**config.mk**
```make
export PLATFORM = sky130hd
export DESIGN_NAME = intel_hex_record_encoder_top
export DESIGN_NICKNAME = d
export VERILOG_FILES = /design/src/rtl/core/ihex_pkg.sv /design/src/rtl/core/intel_hex_record_encoder_top.sv /design/src/rtl/core/ihex_front.sv /design/src/rtl/core/ihex_jobq.sv /design/src/rtl/core/ihex_back.sv
export SDC_FILE = /design/constraint.sdc
export NUM_CORES = 1
export LEC_CHECK = 0
export BUFFER_PORTS_ARGS = -buffer_cell sky130_fd_sc_hd__buf_2
export CAP_MARGIN = 15
export CORE_ASPECT_RATIO = 2
export CORE_MARGIN = 2
export CORE_UTILIZATION = 55
export DETAILED_ROUTE_END_ITERATION = 8
export PLACE_DENSITY = 0.74
export SETUP_SLACK_MARGIN = 0.15
export SLEW_MARGIN = 20
export SYNTH_ARGS = -nofsm -noshare
export SYNTH_HDL_FRONTEND = slang
export SYNTH_SLANG_ARGS = --single-unit
```
**constraint.sdc**
```tcl
create_clock -name clk -period 3.7 [get_ports clk]
set_input_delay 0.37 -clock clk [delete_from_list [all_inputs] [get_ports clk]]
set_output_delay 0.37 -clock clk [all_outputs]
set_load 0.02 [all_outputs]
```
**src/rtl/core/ihex_pkg.sv**
```systemverilog
// Package with the types, constants and character functions of the Intel HEX encoder.
`default_nettype none
package ihex_pkg;

  localparam int BYTES_PER_RECORD = 16;
  localparam int POS_W            = $clog2(BYTES_PER_RECORD);
  localparam int JOB_DEPTH        = 4;
  localparam int ADDR_W           = 16;
  localparam int COUNT_W          = 13;
  localparam int CHAR_W           = 7;
  localparam int SLOT_W           = 5;

  localparam logic [ADDR_W-1:0]  BASE_RESET  = 16'h0000;
  localparam logic [COUNT_W-1:0] COUNT_RESET = 13'd64;

  localparam logic CFG_IDX_BASE  = 1'b0;
  localparam logic CFG_IDX_COUNT = 1'b1;

  localparam logic [CHAR_W-1:0] CH_COLON = 7'h3A;
  localparam logic [CHAR_W-1:0] CH_ZERO  = 7'h30;
  localparam logic [CHAR_W-1:0] CH_ONE   = 7'h31;
  localparam logic [CHAR_W-1:0] CH_F     = 7'h46;
  localparam logic [CHAR_W-1:0] CH_NL    = 7'h0A;

  localparam logic [SLOT_W-1:0] SLOT_COLON     = 5'd0;
  localparam logic [SLOT_W-1:0] SLOT_LEN_HI    = 5'd1;
  localparam logic [SLOT_W-1:0] SLOT_LEN_LO    = 5'd2;
  localparam logic [SLOT_W-1:0] SLOT_ADDR3     = 5'd3;
  localparam logic [SLOT_W-1:0] SLOT_ADDR2     = 5'd4;
  localparam logic [SLOT_W-1:0] SLOT_ADDR1     = 5'd5;
  localparam logic [SLOT_W-1:0] SLOT_ADDR0     = 5'd6;
  localparam logic [SLOT_W-1:0] SLOT_TYPE_HI   = 5'd7;
  localparam logic [SLOT_W-1:0] SLOT_TYPE_LO   = 5'd8;
  localparam logic [SLOT_W-1:0] SLOT_DATA_HI   = 5'd9;
  localparam logic [SLOT_W-1:0] SLOT_DATA_LO   = 5'd10;
  localparam logic [SLOT_W-1:0] SLOT_SUM_HI    = 5'd11;
  localparam logic [SLOT_W-1:0] SLOT_SUM_LO    = 5'd12;
  localparam logic [SLOT_W-1:0] SLOT_REC_NL    = 5'd13;
  localparam logic [SLOT_W-1:0] SLOT_EOF_COLON = 5'd14;
  localparam logic [SLOT_W-1:0] SLOT_EOF_ONE   = 5'd22;
  localparam logic [SLOT_W-1:0] SLOT_EOF_F_HI  = 5'd23;
  localparam logic [SLOT_W-1:0] SLOT_EOF_F_LO  = 5'd24;
  localparam logic [SLOT_W-1:0] SLOT_EOF_NL    = 5'd25;

  localparam logic [7:0] REC_LEN = 8'(BYTES_PER_RECORD);

  typedef struct packed {
    logic [7:0]        data;
    logic              hdr;
    logic [ADDR_W-1:0] addr;
    logic              tail;
    logic [7:0]        csum;
    logic              eof;
  } job_t;

  typedef struct packed {
    logic               base_we;
    logic               count_we;
    logic [ADDR_W-1:0]  base;
    logic [COUNT_W-1:0] count;
  } cfg_wr_t;

  function automatic logic [CHAR_W-1:0] hex_digit(input logic [3:0] v);
    logic [CHAR_W-1:0] r;
    if (v < 4'd10) r = CH_ZERO + 7'(v);
    else r = 7'h37 + 7'(v);
    return r;
  endfunction

  function automatic logic [CHAR_W-1:0] slot_char(input logic [SLOT_W-1:0] slot,
                                                  input job_t j);
    logic [CHAR_W-1:0] c;
    case (slot)
      SLOT_COLON:     c = CH_COLON;
      SLOT_LEN_HI:    c = hex_digit(REC_LEN[7:4]);
      SLOT_LEN_LO:    c = hex_digit(REC_LEN[3:0]);
      SLOT_ADDR3:     c = hex_digit(j.addr[15:12]);
      SLOT_ADDR2:     c = hex_digit(j.addr[11:8]);
      SLOT_ADDR1:     c = hex_digit(j.addr[7:4]);
      SLOT_ADDR0:     c = hex_digit(j.addr[3:0]);
      SLOT_TYPE_HI:   c = CH_ZERO;
      SLOT_TYPE_LO:   c = CH_ZERO;
      SLOT_DATA_HI:   c = hex_digit(j.data[7:4]);
      SLOT_DATA_LO:   c = hex_digit(j.data[3:0]);
      SLOT_SUM_HI:    c = hex_digit(j.csum[7:4]);
      SLOT_SUM_LO:    c = hex_digit(j.csum[3:0]);
      SLOT_REC_NL:    c = CH_NL;
      SLOT_EOF_COLON: c = CH_COLON;
      SLOT_EOF_ONE:   c = CH_ONE;
      SLOT_EOF_F_HI:  c = CH_F;
      SLOT_EOF_F_LO:  c = CH_F;
      SLOT_EOF_NL:    c = CH_NL;
      default:        c = CH_ZERO;
    endcase
    return c;
  endfunction

endpackage
`default_nettype wire

```
**src/rtl/core/intel_hex_record_encoder_top.sv**
```systemverilog
// Top level of the Intel HEX data record encoder with its register port.
//
// Bytes go in through push/full and come out as Intel HEX text, one ASCII
// character per beat through empty/pop. The front end takes one byte per
// cycle until the job queue (JOB_DEPTH entries) is full; the serializer
// behind it writes one character per cycle while jobs wait and pop keeps up,
// so a byte yields 2 characters in the middle of a record, 11 for the first
// byte of a record, 5 for the last and 17 when the end-of-file record
// follows: 44 characters per 16-byte record, 2.75 per byte. The serializer's
// output register sets that rate. Register 0 at byte address 0 holds the base
// load address, register 1 at byte address 4 the record count; 0 means 8192.
`default_nettype none
module intel_hex_record_encoder_top
  import ihex_pkg::*;
#(
  parameter int JOB_DEPTH_P = JOB_DEPTH
) (
  input  wire logic        clk,
  input  wire logic        rst_n,
  input  wire logic        push,
  output logic             full,
  input  wire logic [7:0]  in_data_byte,
  output logic             empty,
  input  wire logic        pop,
  output logic [CHAR_W-1:0] out_ascii_char,
  output logic             out_last_of_run,
  output logic             out_file_done,
  input  wire logic        psel,
  input  wire logic        penable,
  input  wire logic        pwrite,
  input  wire logic [2:0]  paddr,
  input  wire logic [31:0] pwdata,
  output logic [31:0]      prdata,
  output logic             pready
);

  cfg_wr_t            cfg_wr;
  logic               wr_hit;
  logic               job_we;
  job_t               job_in, job_out;
  logic               q_valid, q_pop;
  logic [ADDR_W-1:0]  base_addr;
  logic [COUNT_W-1:0] rec_count;

  assign pready = 1'b1;
  assign wr_hit = psel & penable & pwrite & pready;

  always_comb begin
    cfg_wr.base_we  = wr_hit & (paddr[2] == CFG_IDX_BASE);
    cfg_wr.count_we = wr_hit & (paddr[2] == CFG_IDX_COUNT);
    cfg_wr.base     = pwdata[ADDR_W-1:0];
    cfg_wr.count    = pwdata[COUNT_W-1:0];
    if (paddr[2] == CFG_IDX_COUNT) prdata = {{(32-COUNT_W){1'b0}}, rec_count};
    else prdata = {{(32-ADDR_W){1'b0}}, base_addr};
  end

  ihex_front u_front (
    .clk          (clk),
    .rst_n        (rst_n),
    .cfg_wr       (cfg_wr),
    .push         (push),
    .q_full       (full),
    .in_data_byte (in_data_byte),
    .job_we       (job_we),
    .job          (job_in),
    .base_addr    (base_addr),
    .rec_count    (rec_count)
  );

  ihex_jobq #(
    .DEPTH (JOB_DEPTH_P)
  ) u_jobq (
    .clk      (clk),
    .rst_n    (rst_n),
    .wr_en    (job_we),
    .wr_job   (job_in),
    .full     (full),
    .rd_en    (q_pop),
    .rd_valid (q_valid),
    .rd_job   (job_out)
  );

  ihex_back u_back (
    .clk             (clk),
    .rst_n           (rst_n),
    .q_valid         (q_valid),
    .q_job           (job_out),
    .q_pop           (q_pop),
    .pop             (pop),
    .empty           (empty),
    .out_ascii_char  (out_ascii_char),
    .out_last_of_run (out_last_of_run),
    .out_file_done   (out_file_done)
  );

endmodule
`default_nettype wire

```
**src/rtl/core/ihex_front.sv**
```systemverilog
// Front end: takes image bytes, tracks record state and issues one job per byte.
`default_nettype none
module ihex_front
  import ihex_pkg::*;
(
  input  wire logic    clk,
  input  wire logic    rst_n,
  input  wire cfg_wr_t cfg_wr,
  input  wire logic    push,
  input  wire logic    q_full,
  input  wire logic [7:0] in_data_byte,
  output logic         job_we,
  output job_t         job,
  output logic [ADDR_W-1:0]  base_addr,
  output logic [COUNT_W-1:0] rec_count
);

  logic [ADDR_W-1:0]  base_r, base_nxt;
  logic [COUNT_W-1:0] count_r, count_nxt;
  logic [ADDR_W-1:0]  addr_r, addr_nxt;
  logic [POS_W-1:0]   pos_r, pos_nxt;
  logic [COUNT_W-1:0] done_r, done_nxt;
  logic [7:0]         sum_r, sum_nxt;
  logic               hdr, tail, eof;
  logic [7:0]         sum_base, sum_new;
  logic [COUNT_W-1:0] done_inc;

  assign job_we    = push & ~q_full;
  assign base_addr = base_r;
  assign rec_count = count_r;

  always_comb begin
    hdr      = (pos_r == '0);
    tail     = (pos_r == POS_W'(BYTES_PER_RECORD - 1));
    sum_base = hdr ? (REC_LEN + addr_r[15:8] + addr_r[7:0]) : sum_r;
    sum_new  = sum_base + in_data_byte;
    done_inc = done_r + 1'b1;
    eof      = tail & (done_inc == count_r);

    job.data = in_data_byte;
    job.hdr  = hdr;
    job.addr = addr_r;
    job.tail = tail;
    job.csum = 8'h00 - sum_new;
    job.eof  = eof;

    base_nxt  = base_r;
    count_nxt = count_r;
    addr_nxt  = addr_r;
    pos_nxt   = pos_r;
    done_nxt  = done_r;
    sum_nxt   = sum_r;

    if (cfg_wr.base_we) begin
      base_nxt = cfg_wr.base;
      if (done_r == '0 && pos_r == '0) addr_nxt = cfg_wr.base;
    end
    if (cfg_wr.count_we) count_nxt = cfg_wr.count;

    if (job_we) begin
      if (tail) begin
        pos_nxt = '0;
        sum_nxt = 8'h00;
        if (eof) begin
          done_nxt = '0;
          addr_nxt = base_r;
        end else begin
          done_nxt = done_inc;
          addr_nxt = addr_r + ADDR_W'(BYTES_PER_RECORD);
        end
      end else begin
        pos_nxt = pos_r + 1'b1;
        sum_nxt = sum_new;
      end
    end
  end

  always_ff @(posedge clk) begin
    if (!rst_n) begin
      base_r  <= BASE_RESET;
      count_r <= COUNT_RESET;
      addr_r  <= BASE_RESET;
      pos_r   <= '0;
      done_r  <= '0;
      sum_r   <= 8'h00;
    end else begin
      base_r  <= base_nxt;
      count_r <= count_nxt;
      addr_r  <= addr_nxt;
      pos_r   <= pos_nxt;
      done_r  <= done_nxt;
      sum_r   <= sum_nxt;
    end
  end

endmodule
`default_nettype wire

```
**src/rtl/core/ihex_jobq.sv**
```systemverilog
// Short job queue between the front end and the character serializer.
`default_nettype none
module ihex_jobq
  import ihex_pkg::*;
#(
  parameter int DEPTH = JOB_DEPTH
) (
  input  wire logic clk,
  input  wire logic rst_n,
  input  wire logic wr_en,
  input  wire job_t wr_job,
  output logic      full,
  input  wire logic rd_en,
  output logic      rd_valid,
  output job_t      rd_job
);

  localparam int PTR_W = (DEPTH > 1) ? $clog2(DEPTH) : 1;
  localparam int CNT_W = $clog2(DEPTH + 1);

  job_t             mem_r [DEPTH];
  logic [PTR_W-1:0] wr_ptr_r, wr_ptr_nxt;
  logic [PTR_W-1:0] rd_ptr_r, rd_ptr_nxt;
  logic [CNT_W-1:0] cnt_r, cnt_nxt;
  logic             do_wr, do_rd;

  assign full     = (cnt_r == CNT_W'(DEPTH));
  assign rd_valid = (cnt_r != '0);
  assign rd_job   = mem_r[rd_ptr_r];
  assign do_wr    = wr_en & ~full;
  assign do_rd    = rd_en & rd_valid;

  always_comb begin
    wr_ptr_nxt = wr_ptr_r;
    rd_ptr_nxt = rd_ptr_r;
    cnt_nxt    = cnt_r;
    if (do_wr) wr_ptr_nxt = (wr_ptr_r == PTR_W'(DEPTH - 1)) ? '0 : wr_ptr_r + 1'b1;
    if (do_rd) rd_ptr_nxt = (rd_ptr_r == PTR_W'(DEPTH - 1)) ? '0 : rd_ptr_r + 1'b1;
    if (do_wr && !do_rd) cnt_nxt = cnt_r + 1'b1;
    else if (do_rd && !do_wr) cnt_nxt = cnt_r - 1'b1;
  end

  always_ff @(posedge clk) begin
    if (do_wr) mem_r[wr_ptr_r] <= wr_job;
  end

  always_ff @(posedge clk) begin
    if (!rst_n) begin
      wr_ptr_r <= '0;
      rd_ptr_r <= '0;
      cnt_r    <= '0;
    end else begin
      wr_ptr_r <= wr_ptr_nxt;
      rd_ptr_r <= rd_ptr_nxt;
      cnt_r    <= cnt_nxt;
    end
  end

endmodule
`default_nettype wire

```
**src/rtl/core/ihex_back.sv**
```systemverilog
// Back end: turns each job into its text characters, one beat per cycle unless stalled by pop.
`default_nettype none
module ihex_back
  import ihex_pkg::*;
(
  input  wire logic clk,
  input  wire logic rst_n,
  input  wire logic q_valid,
  input  wire job_t q_job,
  output logic      q_pop,
  input  wire logic pop,
  output logic      empty,
  output logic [CHAR_W-1:0] out_ascii_char,
  output logic      out_last_of_run,
  output logic      out_file_done
);

  logic              cur_valid_r, cur_valid_nxt;
  job_t              cur_r, cur_nxt;
  logic [SLOT_W-1:0] slot_r, slot_nxt;
  logic              out_valid_r, out_valid_nxt;
  logic [CHAR_W-1:0] char_r, char_nxt;
  logic              last_r, last_nxt;
  logic              done_r, done_nxt;
  logic [SLOT_W-1:0] end_slot;
  logic              adv, at_end, load;

  assign empty           = ~out_valid_r;
  assign out_ascii_char  = char_r;
  assign out_last_of_run = last_r;
  assign out_file_done   = done_r;

  always_comb begin
    end_slot = cur_r.eof ? SLOT_EOF_NL : (cur_r.tail ? SLOT_REC_NL : SLOT_DATA_LO);
    at_end   = (slot_r == end_slot);
    adv      = cur_valid_r & (~out_valid_r | pop);
    load     = ~cur_valid_r | (adv & at_end);
    q_pop    = load & q_valid;

    out_valid_nxt = out_valid_r;
    char_nxt      = char_r;
    last_nxt      = last_r;
    done_nxt      = done_r;
    if (adv) begin
      out_valid_nxt = 1'b1;
      char_nxt      = slot_char(slot_r, cur_r);
      last_nxt      = at_end;
      done_nxt      = (slot_r == SLOT_EOF_NL);
    end else if (pop) begin
      out_valid_nxt = 1'b0;
    end

    cur_valid_nxt = cur_valid_r;
    cur_nxt       = cur_r;
    slot_nxt      = slot_r;
    if (load) begin
      cur_valid_nxt = q_valid;
      cur_nxt       = q_job;
      slot_nxt      = q_job.hdr ? SLOT_COLON : SLOT_DATA_HI;
    end else if (adv) begin
      slot_nxt = slot_r + 1'b1;
    end
  end

  always_ff @(posedge clk) begin
    cur_r  <= cur_nxt;
    slot_r <= slot_nxt;
    char_r <= char_nxt;
    last_r <= last_nxt;
    done_r <= done_nxt;
  end

  always_ff @(posedge clk) begin
    if (!rst_n) begin
      cur_valid_r <= 1'b0;
      out_valid_r <= 1'b0;
    end else begin
      cur_valid_r <= cur_valid_nxt;
      out_valid_r <= out_valid_nxt;
    end
  end

endmodule
`default_nettype wire

```
==> results.ini, run 1 <==
[logic_synthesis]
syn_area_um2 = 13200
synth_adder_area_share = 0.0470
synth-edff-count = 188
yosys_register_bits = 269
synth-compound-area-share = 0.0994
synthCells = 1128
avgSynthCellArea_um2 = 11.7
synth_ff_type = edfxtp_1
synth_top_area_frac = 0.427
synthTopCellsByArea = edfxtp_1, dfxtp_1, mux4_2, ha_1, nand2_1
ys_seq_area_frac = 0.550
synthSimpleGateAreaFrac = 0.134
ys_types = 72
synth_top_area_cell = edfxtp_1
synth_top_family_by_area = simple AND/OR/NAND/NOR gates
async_flop_share = 0
synth_xor_area_frac = 0.0358
yosysWarningCount = 0
synth.area.mux_share = 0.0892

[worst_setup_path]
critPathLaunchType = flop
arrival_ns = 3.68
path_class = reg -> reg
endpoint_kind = flop
r2r_cells = 13
reg2reg_to = u_jobq.mem_r[0][8]$_DFFE_PP_
r2r_slack_ns = 0.29
r2r-start = u_front.addr_r[1]$_SDFFE_PN0P_
required_ns = 3.96
cp_max_fo = 7

[worst_hold_path]
holdPathEnd = u_front.base_addr[13]$_SDFFE_PN0P_
hp-start = pwdata[13]
hp-class = in -> reg
holdPathStages = 3

[clocking]
cts.sink_count = 269
cts_root_buf = clkbuf_16
clockBufferDepth = 3
clk-insertion-delay-late_ns = 0.52
cts_tree = yes
cts_buffers = 23
htreeDepth = 1
clk_pin_slew_ns = 0.07

[grt]
busiest_layer = met2
grt-ovfl-total = 0
grt_pass1_vias = 9183
grt_max_degree = 51
met2_usage = 0.487
track_usage = 0.253
use_met1 = 0.251
grtUsageMet3 = 0.0231
grt_pass1_wl_um = 49200
antenna_found_initial = 1

[place]
gp_congestion = 0.966
dp_hpwl_um = 22900
portBuffers = 58

[sta]
finalCriticalPeriod_ns = 3.41
post-route-period-util = 0.923
max_freq_ghz = 0.293
rsz0062_at_grt = no
timing.slew.headroom = 0.242
maxSlewViolCount = 0
hold_viol = 0
worst_pin_slew_ns = 1.13
finalSetupViolCount = 0
fin_worst_skew_ns = 0.0130

[floorplan]
initial_core_util = 0.557
ioPinCount = 94
fp-row-count = 80
die_y_um = 223
fp.dieW_um = 114
fp.coreArea_um2 = 23700
dieArea_um2 = 25300

[route]
via_per_inst = 6.10
drc_errors = 0
vias = 9097
wl_per_cell_um = 21.2
drtIter0Drc = 643
drtAntennaViolNets = 0
routed_wirelength_um = 31700
first_pass_iters = 8

[finish]
fin_util = 0.616
syn2layout_area_growth_pct = 10.6
drive_gt1_frac = 0.177
num_antenna_cells = 0
nets = 1285

[power]
power_per_cell_area_nw_per_um2 = 640
p_leak_uw = 0.00549
p_total_uw = 9350
ir_drop_mv = 0.391

[job]
max_cap_violations = 0

[status]
status = complete, no violations

[repair_timing]
action	4_1_cts	5_1_grt
resized for setup	3	17
hold buffers	0	0
pin swaps	1	4
buffers inserted	0	2
setup endpoints to repair	12	17
[worst max-delay path: stages (launching register included)]
cell	delay (ns)
dfxtp_2	0.36
ha_1	0.30
ha_1	0.23
fa_2	0.39
xnor2_2	0.21
o21ai_0	0.11
ha_1	0.36
nand2_1	0.09
o21ai_1	0.13
o31ai_2	0.31
nand2b_1	0.10
a21o_1	0.22
xor2_1	0.17
xnor2_2	0.18
[cell usage after synthesis, drive strengths merged, types with 5 or more instances]
| master | instances |
|---|---|
| nor2b | 13 |
| mux4 | 35 |
| edfxtp | 188 |
| nor4b | 7 |
| a311oi | 9 |
| dfxtp | 81 |
| nand3 | 31 |
| o21ai | 57 |
| a21o | 5 |
| nand2 | 120 |
| xnor2 | 24 |
| and2 | 10 |
| and3 | 13 |
| clkbuf | 28 |
| mux2 | 24 |
| inv | 49 |
| a211oi | 7 |
| xor2 | 30 |
| or3 | 5 |
| ha | 44 |
| o311ai | 6 |
| mux2i | 12 |
| nand4 | 7 |
| nor4 | 13 |
| o22ai | 13 |
| nand2b | 17 |
| a22oi | 6 |
| nor2 | 55 |
| nor3 | 35 |
| a21oi | 82 |
| buf | 41 |
[per-layer routing]
layer	wire [um]	vias to the layer above
li1	-	4269
met1	10700	4435
met2	17600	281
met3	1060	110
met4	2230	2
met5	5	-
[layout make-up]
type | instances | area (um^2)
inverter | 51 | 191
clock buffer | 28 | 604
clock inverter | 14 | 138
timing repair buffer | 89 | 523
sequential | 269 | 7270
multi-input combinational | 754 | 5520
tap | 287 | 359
fill | 1844 | 9120
[stage by stage]
step           setup WS (ns)  area [um^2]  instances  setup TNS (ns)  hold WS (ns)
6_report               0.285        14600       1492               0        0.0968
5_1_grt                0.138        14600       1492               0        0.0857
4_1_cts                0.162        14500       1490               0        0.0760
3_5_place_dp         -0.0318        13800       1448          -0.127         0.464
3_3_place_gp           0.105        13800       1448               0         0.439
2_1_floorplan          0.363        13300       1143               0         0.432
[logic make-up (layout without fill, tap and decap cells)]
family	count (synthesis)	in the layout
flip-flops	269	269
other	2	17
buffers and inverters	120	182
multiplexers	71	71
AND/OR/NAND/NOR	346	346
XOR/XNOR	54	54
AO/OA/AOI/OAI	218	218
adder cells (fa/ha/maj)	48	48
[flip-flops by register name, summed over array words and instances (netlist names), named ones only]
register and count:
u_back.out_last_of_run 1, u_back.out_ascii_char 7, u_front.sum_r 8, u_front.addr_r 16
u_back.out_file_done 1, u_jobq.rd_ptr_r 2, u_front.base_addr 16, u_back.cur_valid_r 1
u_back.cur_r 34, u_back.out_valid_r 1, u_jobq.wr_ptr_r 2, u_front.rec_count 13
u_front.pos_r 4, u_jobq.cnt_r 3, u_jobq.mem_r 140, u_front.done_r 13
u_back.slot_r 5
[where the power goes]
part           switching [uW]  leakage, uW  internal, uW
clock                    1080     0.000356          1320
combinational            1540      0.00266          1100
sequential                407      0.00248          3900
total                    3030      0.00549          6320
[worst max-delay path by stage]
stage                                         to  depth (start not counted)                           start
floorplan           u_jobq.mem_r[0][7]$_DFFE_PP_                         11    u_front.addr_r[9]$_SDFF_PN0_
global placement    u_jobq.mem_r[0][8]$_DFFE_PP_                         10  u_front.addr_r[1]$_SDFFE_PN0P_
detailed placement  u_jobq.mem_r[3][8]$_DFFE_PP_                         10  u_front.addr_r[1]$_SDFFE_PN0P_
CTS                 u_jobq.mem_r[0][8]$_DFFE_PP_                         11  u_front.addr_r[1]$_SDFFE_PN0P_
global route        u_jobq.mem_r[0][8]$_DFFE_PP_                         11  u_front.addr_r[1]$_SDFFE_PN0P_
finish              u_jobq.mem_r[0][8]$_DFFE_PP_                         13  u_front.addr_r[1]$_SDFFE_PN0P_
[cells in the final DEF (no fill, tap or decap), drive strengths merged, types with 17 or more instances in the layout]
cell and count:
inv 52, clkbuf 28, nor3 35, nand2 120, nand3 31, xnor2 24, ha 44, edfxtp 188
nor2 55, mux4 35, conb 17, xor2 30, buf 89, nand2b 17, o21ai 57, a21oi 82
dfxtp 81, mux2 24
No activity file was read; power rests on OpenSTA's default activity.
==> run 2: changes to the inputs <==
Settings changed: ABC_AREA from default to 1, CORE_UTILIZATION 55 to 50, PLACE_DENSITY 0.74 to 0.68.
==> run 2 against run 1 <==
  * Total power increased by 4.5%
  * First-iteration DRC count is 19% lower
  * Via count rose by 14%
  * Register-to-register slack hardly changed
  * Worst setup slack worse by 0.0078 ns
  * Utilization down 4.9 points
  * Sequential share of layout area down 0.91 points
  * Sequential power about the same
  * Die area grew 11%
  * Critical path type unchanged
  * Largest cell class unchanged
  * Largest power group unchanged
==> results.ini, run 2 <==
[sta]
worst_pin_slew_ns = 0.900
timing.slew.headroom = 0.398
max_freq_ghz = 0.292
holdWs_ns = 0.112
maxSlewViolCount = 0
finalCriticalPeriod_ns = 3.42
finalSetupViolCount = 0
hold_viol = 0
rsz0062_at_grt = yes
fin_worst_skew_ns = 0.0143
tns_ns = 0
post-route-period-util = 0.925

[clocking]
clk-insertion-delay-late_ns = 0.52
hold_buffers = 0
cts_buffers = 23
cts.sink_count = 269
postCtsSetupBuffers = 0
clk_pin_slew_ns = 0.07
clockBufferDepth = 3
cts_tree = yes
cts_root_buf = clkbuf_16
htreeDepth = 1

[finish]
largest_reg_flops = 140
top_register = u_jobq.mem_r
num_antenna_cells = 0
syn2layout_area_growth_pct = 11.7
final_common_cell = nand2_1
fin_util = 0.567
fillCellCount = 2407
top_regs = u_jobq.mem_r x140, u_back.cur_r x34
nets = 1616
layout_common_cells = nand2_1, edfxtp_1, inv_1
drive_gt1_frac = 0.109

[logic_synthesis]
synth-compound-area-share = 0.147
synth-edff-count = 188
synth_top_family_by_area = simple AND/OR/NAND/NOR gates
ys_types = 49
synth_top_area_frac = 0.423
yosysWarningCount = 0
synthSimpleGateAreaFrac = 0.166
synth_ff_type = edfxtp_1
synth_adder_area_share = 0.0458
synthTopCellsByArea = edfxtp_1, dfxtp_1, o21ai_0, nand2_1, inv_1
yosysMostFrequentCell = nand2_1
syn_area_um2 = 13300
ys_seq_area_frac = 0.545
async_flop_share = 0
synthCells = 1461
synth.area.mux_share = 0
synth_xor_area_frac = 0.0217
synth_top_area_cell = edfxtp_1
avgSynthCellArea_um2 = 9.13
synthTopCellsByCount = nand2_1, edfxtp_1, inv_1
yosys_register_bits = 269

[route]
drtIter0Drc = 518
vias = 10400
drc_errors = 0
routed_wirelength_um = 33900
first_pass_iters = 5
via_per_inst = 5.52
wl_per_cell_um = 18.1
drtAntennaViolNets = 0

[floorplan]
fp.dieW_um = 119
ioPinCount = 94
initial_core_util = 0.508
fp.coreArea_um2 = 26300
fp-row-count = 84
die_y_um = 235
dieArea_um2 = 28100

[worst_setup_path]
cp_max_fo = 8
required_ns = 3.96
arrival_ns = 3.68
crit_chain = inv_1 > ha_1 > inv_1 > ha_1 > inv_1 > o21bai_1 > a31oi_1 > xor2_1 > o21ai_0 > ha_1 > nand2_1 > o21ai_0 > a31oi_1 > inv_1 > nand2_1 > nand2_1 > xor2_2
endpoint_kind = flop
crit_path_frequent_cell = inv_1
path_class = reg -> reg
max_stage_delay_ns = 0.39
crit_slowest_cell = dfxtp_2
critPathLaunchType = flop

[grt]
track_usage = 0.240
grt-ovfl-total = 0
grt_pass1_vias = 10100
grt_max_degree = 71
grt_pass1_wl_um = 52600
antenna_found_initial = 0

[status]
status = complete, no violations

[power]
ir_drop_mv = 0.326
p_leak_uw = 0.00595
power_per_cell_area_nw_per_um2 = 656

[place]
gp_congestion = 0.985
portBuffers = 58
dp_hpwl_um = 25100

[worst_hold_path]
hp-class = in -> reg

[job]
max_cap_violations = 0

==> run 2: metal layers <==
metal,global-route usage,part of all wire
met2,0.463,0.55
met5,0,0
met1,0.226,0.33
met3,0.0248,0.034
met4,0.176,0.082
==> run 2: worst max-delay path, delay by kind of cell (launching register included) <==
kind,cells,cell delay [ns]
adders and majority gates,3,0.97
AOI/OAI and AO/OA,5,0.68
xor gates and xnor gates,2,0.54
DFF,1,0.39
buffers and inverters,4,0.30
and+or+nand+nor,3,0.26
==> run 2: cell type report <==
cell class                      instances  area (um^2)  area share
Clock buffer                           28          658      0.0442
Clock inverter                         13          134     0.00899
Inverter                              173          649      0.0436
Multi-Input combinational cell        964         5230       0.351
Sequential cell                       269         7280       0.489
Tap cell                              344          430      0.0289
Timing Repair Buffer                   88          515      0.0346
==> run 2: worst paths after layout <==
path                                      start                            end  slack (ns)  depth (start not counted)
setup / recovery  u_front.addr_r[12]$_SDFF_PN0_   u_jobq.mem_r[0][8]$_DFFE_PP_        0.28                         17
hold / removal                  in_data_byte[4]  u_jobq.mem_r[1][31]$_DFFE_PP_        0.11                          1
setup reg to reg  u_front.addr_r[12]$_SDFF_PN0_   u_jobq.mem_r[0][8]$_DFFE_PP_        0.28                         17
hold reg to reg   u_front.sum_r[1]$_SDFFE_PN0P_  u_front.sum_r[1]$_SDFFE_PN0P_        0.47                          2
==> run 2: power breakdown <==
group	leakage (uW)	internal, uW	switching (uW)
clock	0.000382	1420	1080
sequential	0.00246	4020	288
combinational	0.00311	914	2050
==> run 2: per-stage QoR <==
stage               worst slack, ns  total power (uW)  std cells  area [um^2]
CTS                           0.208              9820       1879        14800
detailed placement            0.165              7320       1838        14000
global placement              0.249              7230       1838        14000
floorplan                     0.506              6360       1476        13400
global route                  0.119             10400       1879        14900
finish                        0.277              9760       1879        14900
==> run 2: repair_timing <==
action | 4_1_cts | 5_1_grt
gates resized for setup | 1 | 17
setup endpoints to repair | 4 | 10
pin swaps | 0 | 8
==> run 2: kinds of logic after synthesis <==
group                    count (synthesis)
AO/OA/AOI/OAI                          356
AND/OR/NAND/NOR                        511
flip-flops                             269
adder cells (fa/ha/maj)                 47
other                                    2
buffers and inverters                  243
XOR/XNOR                                33
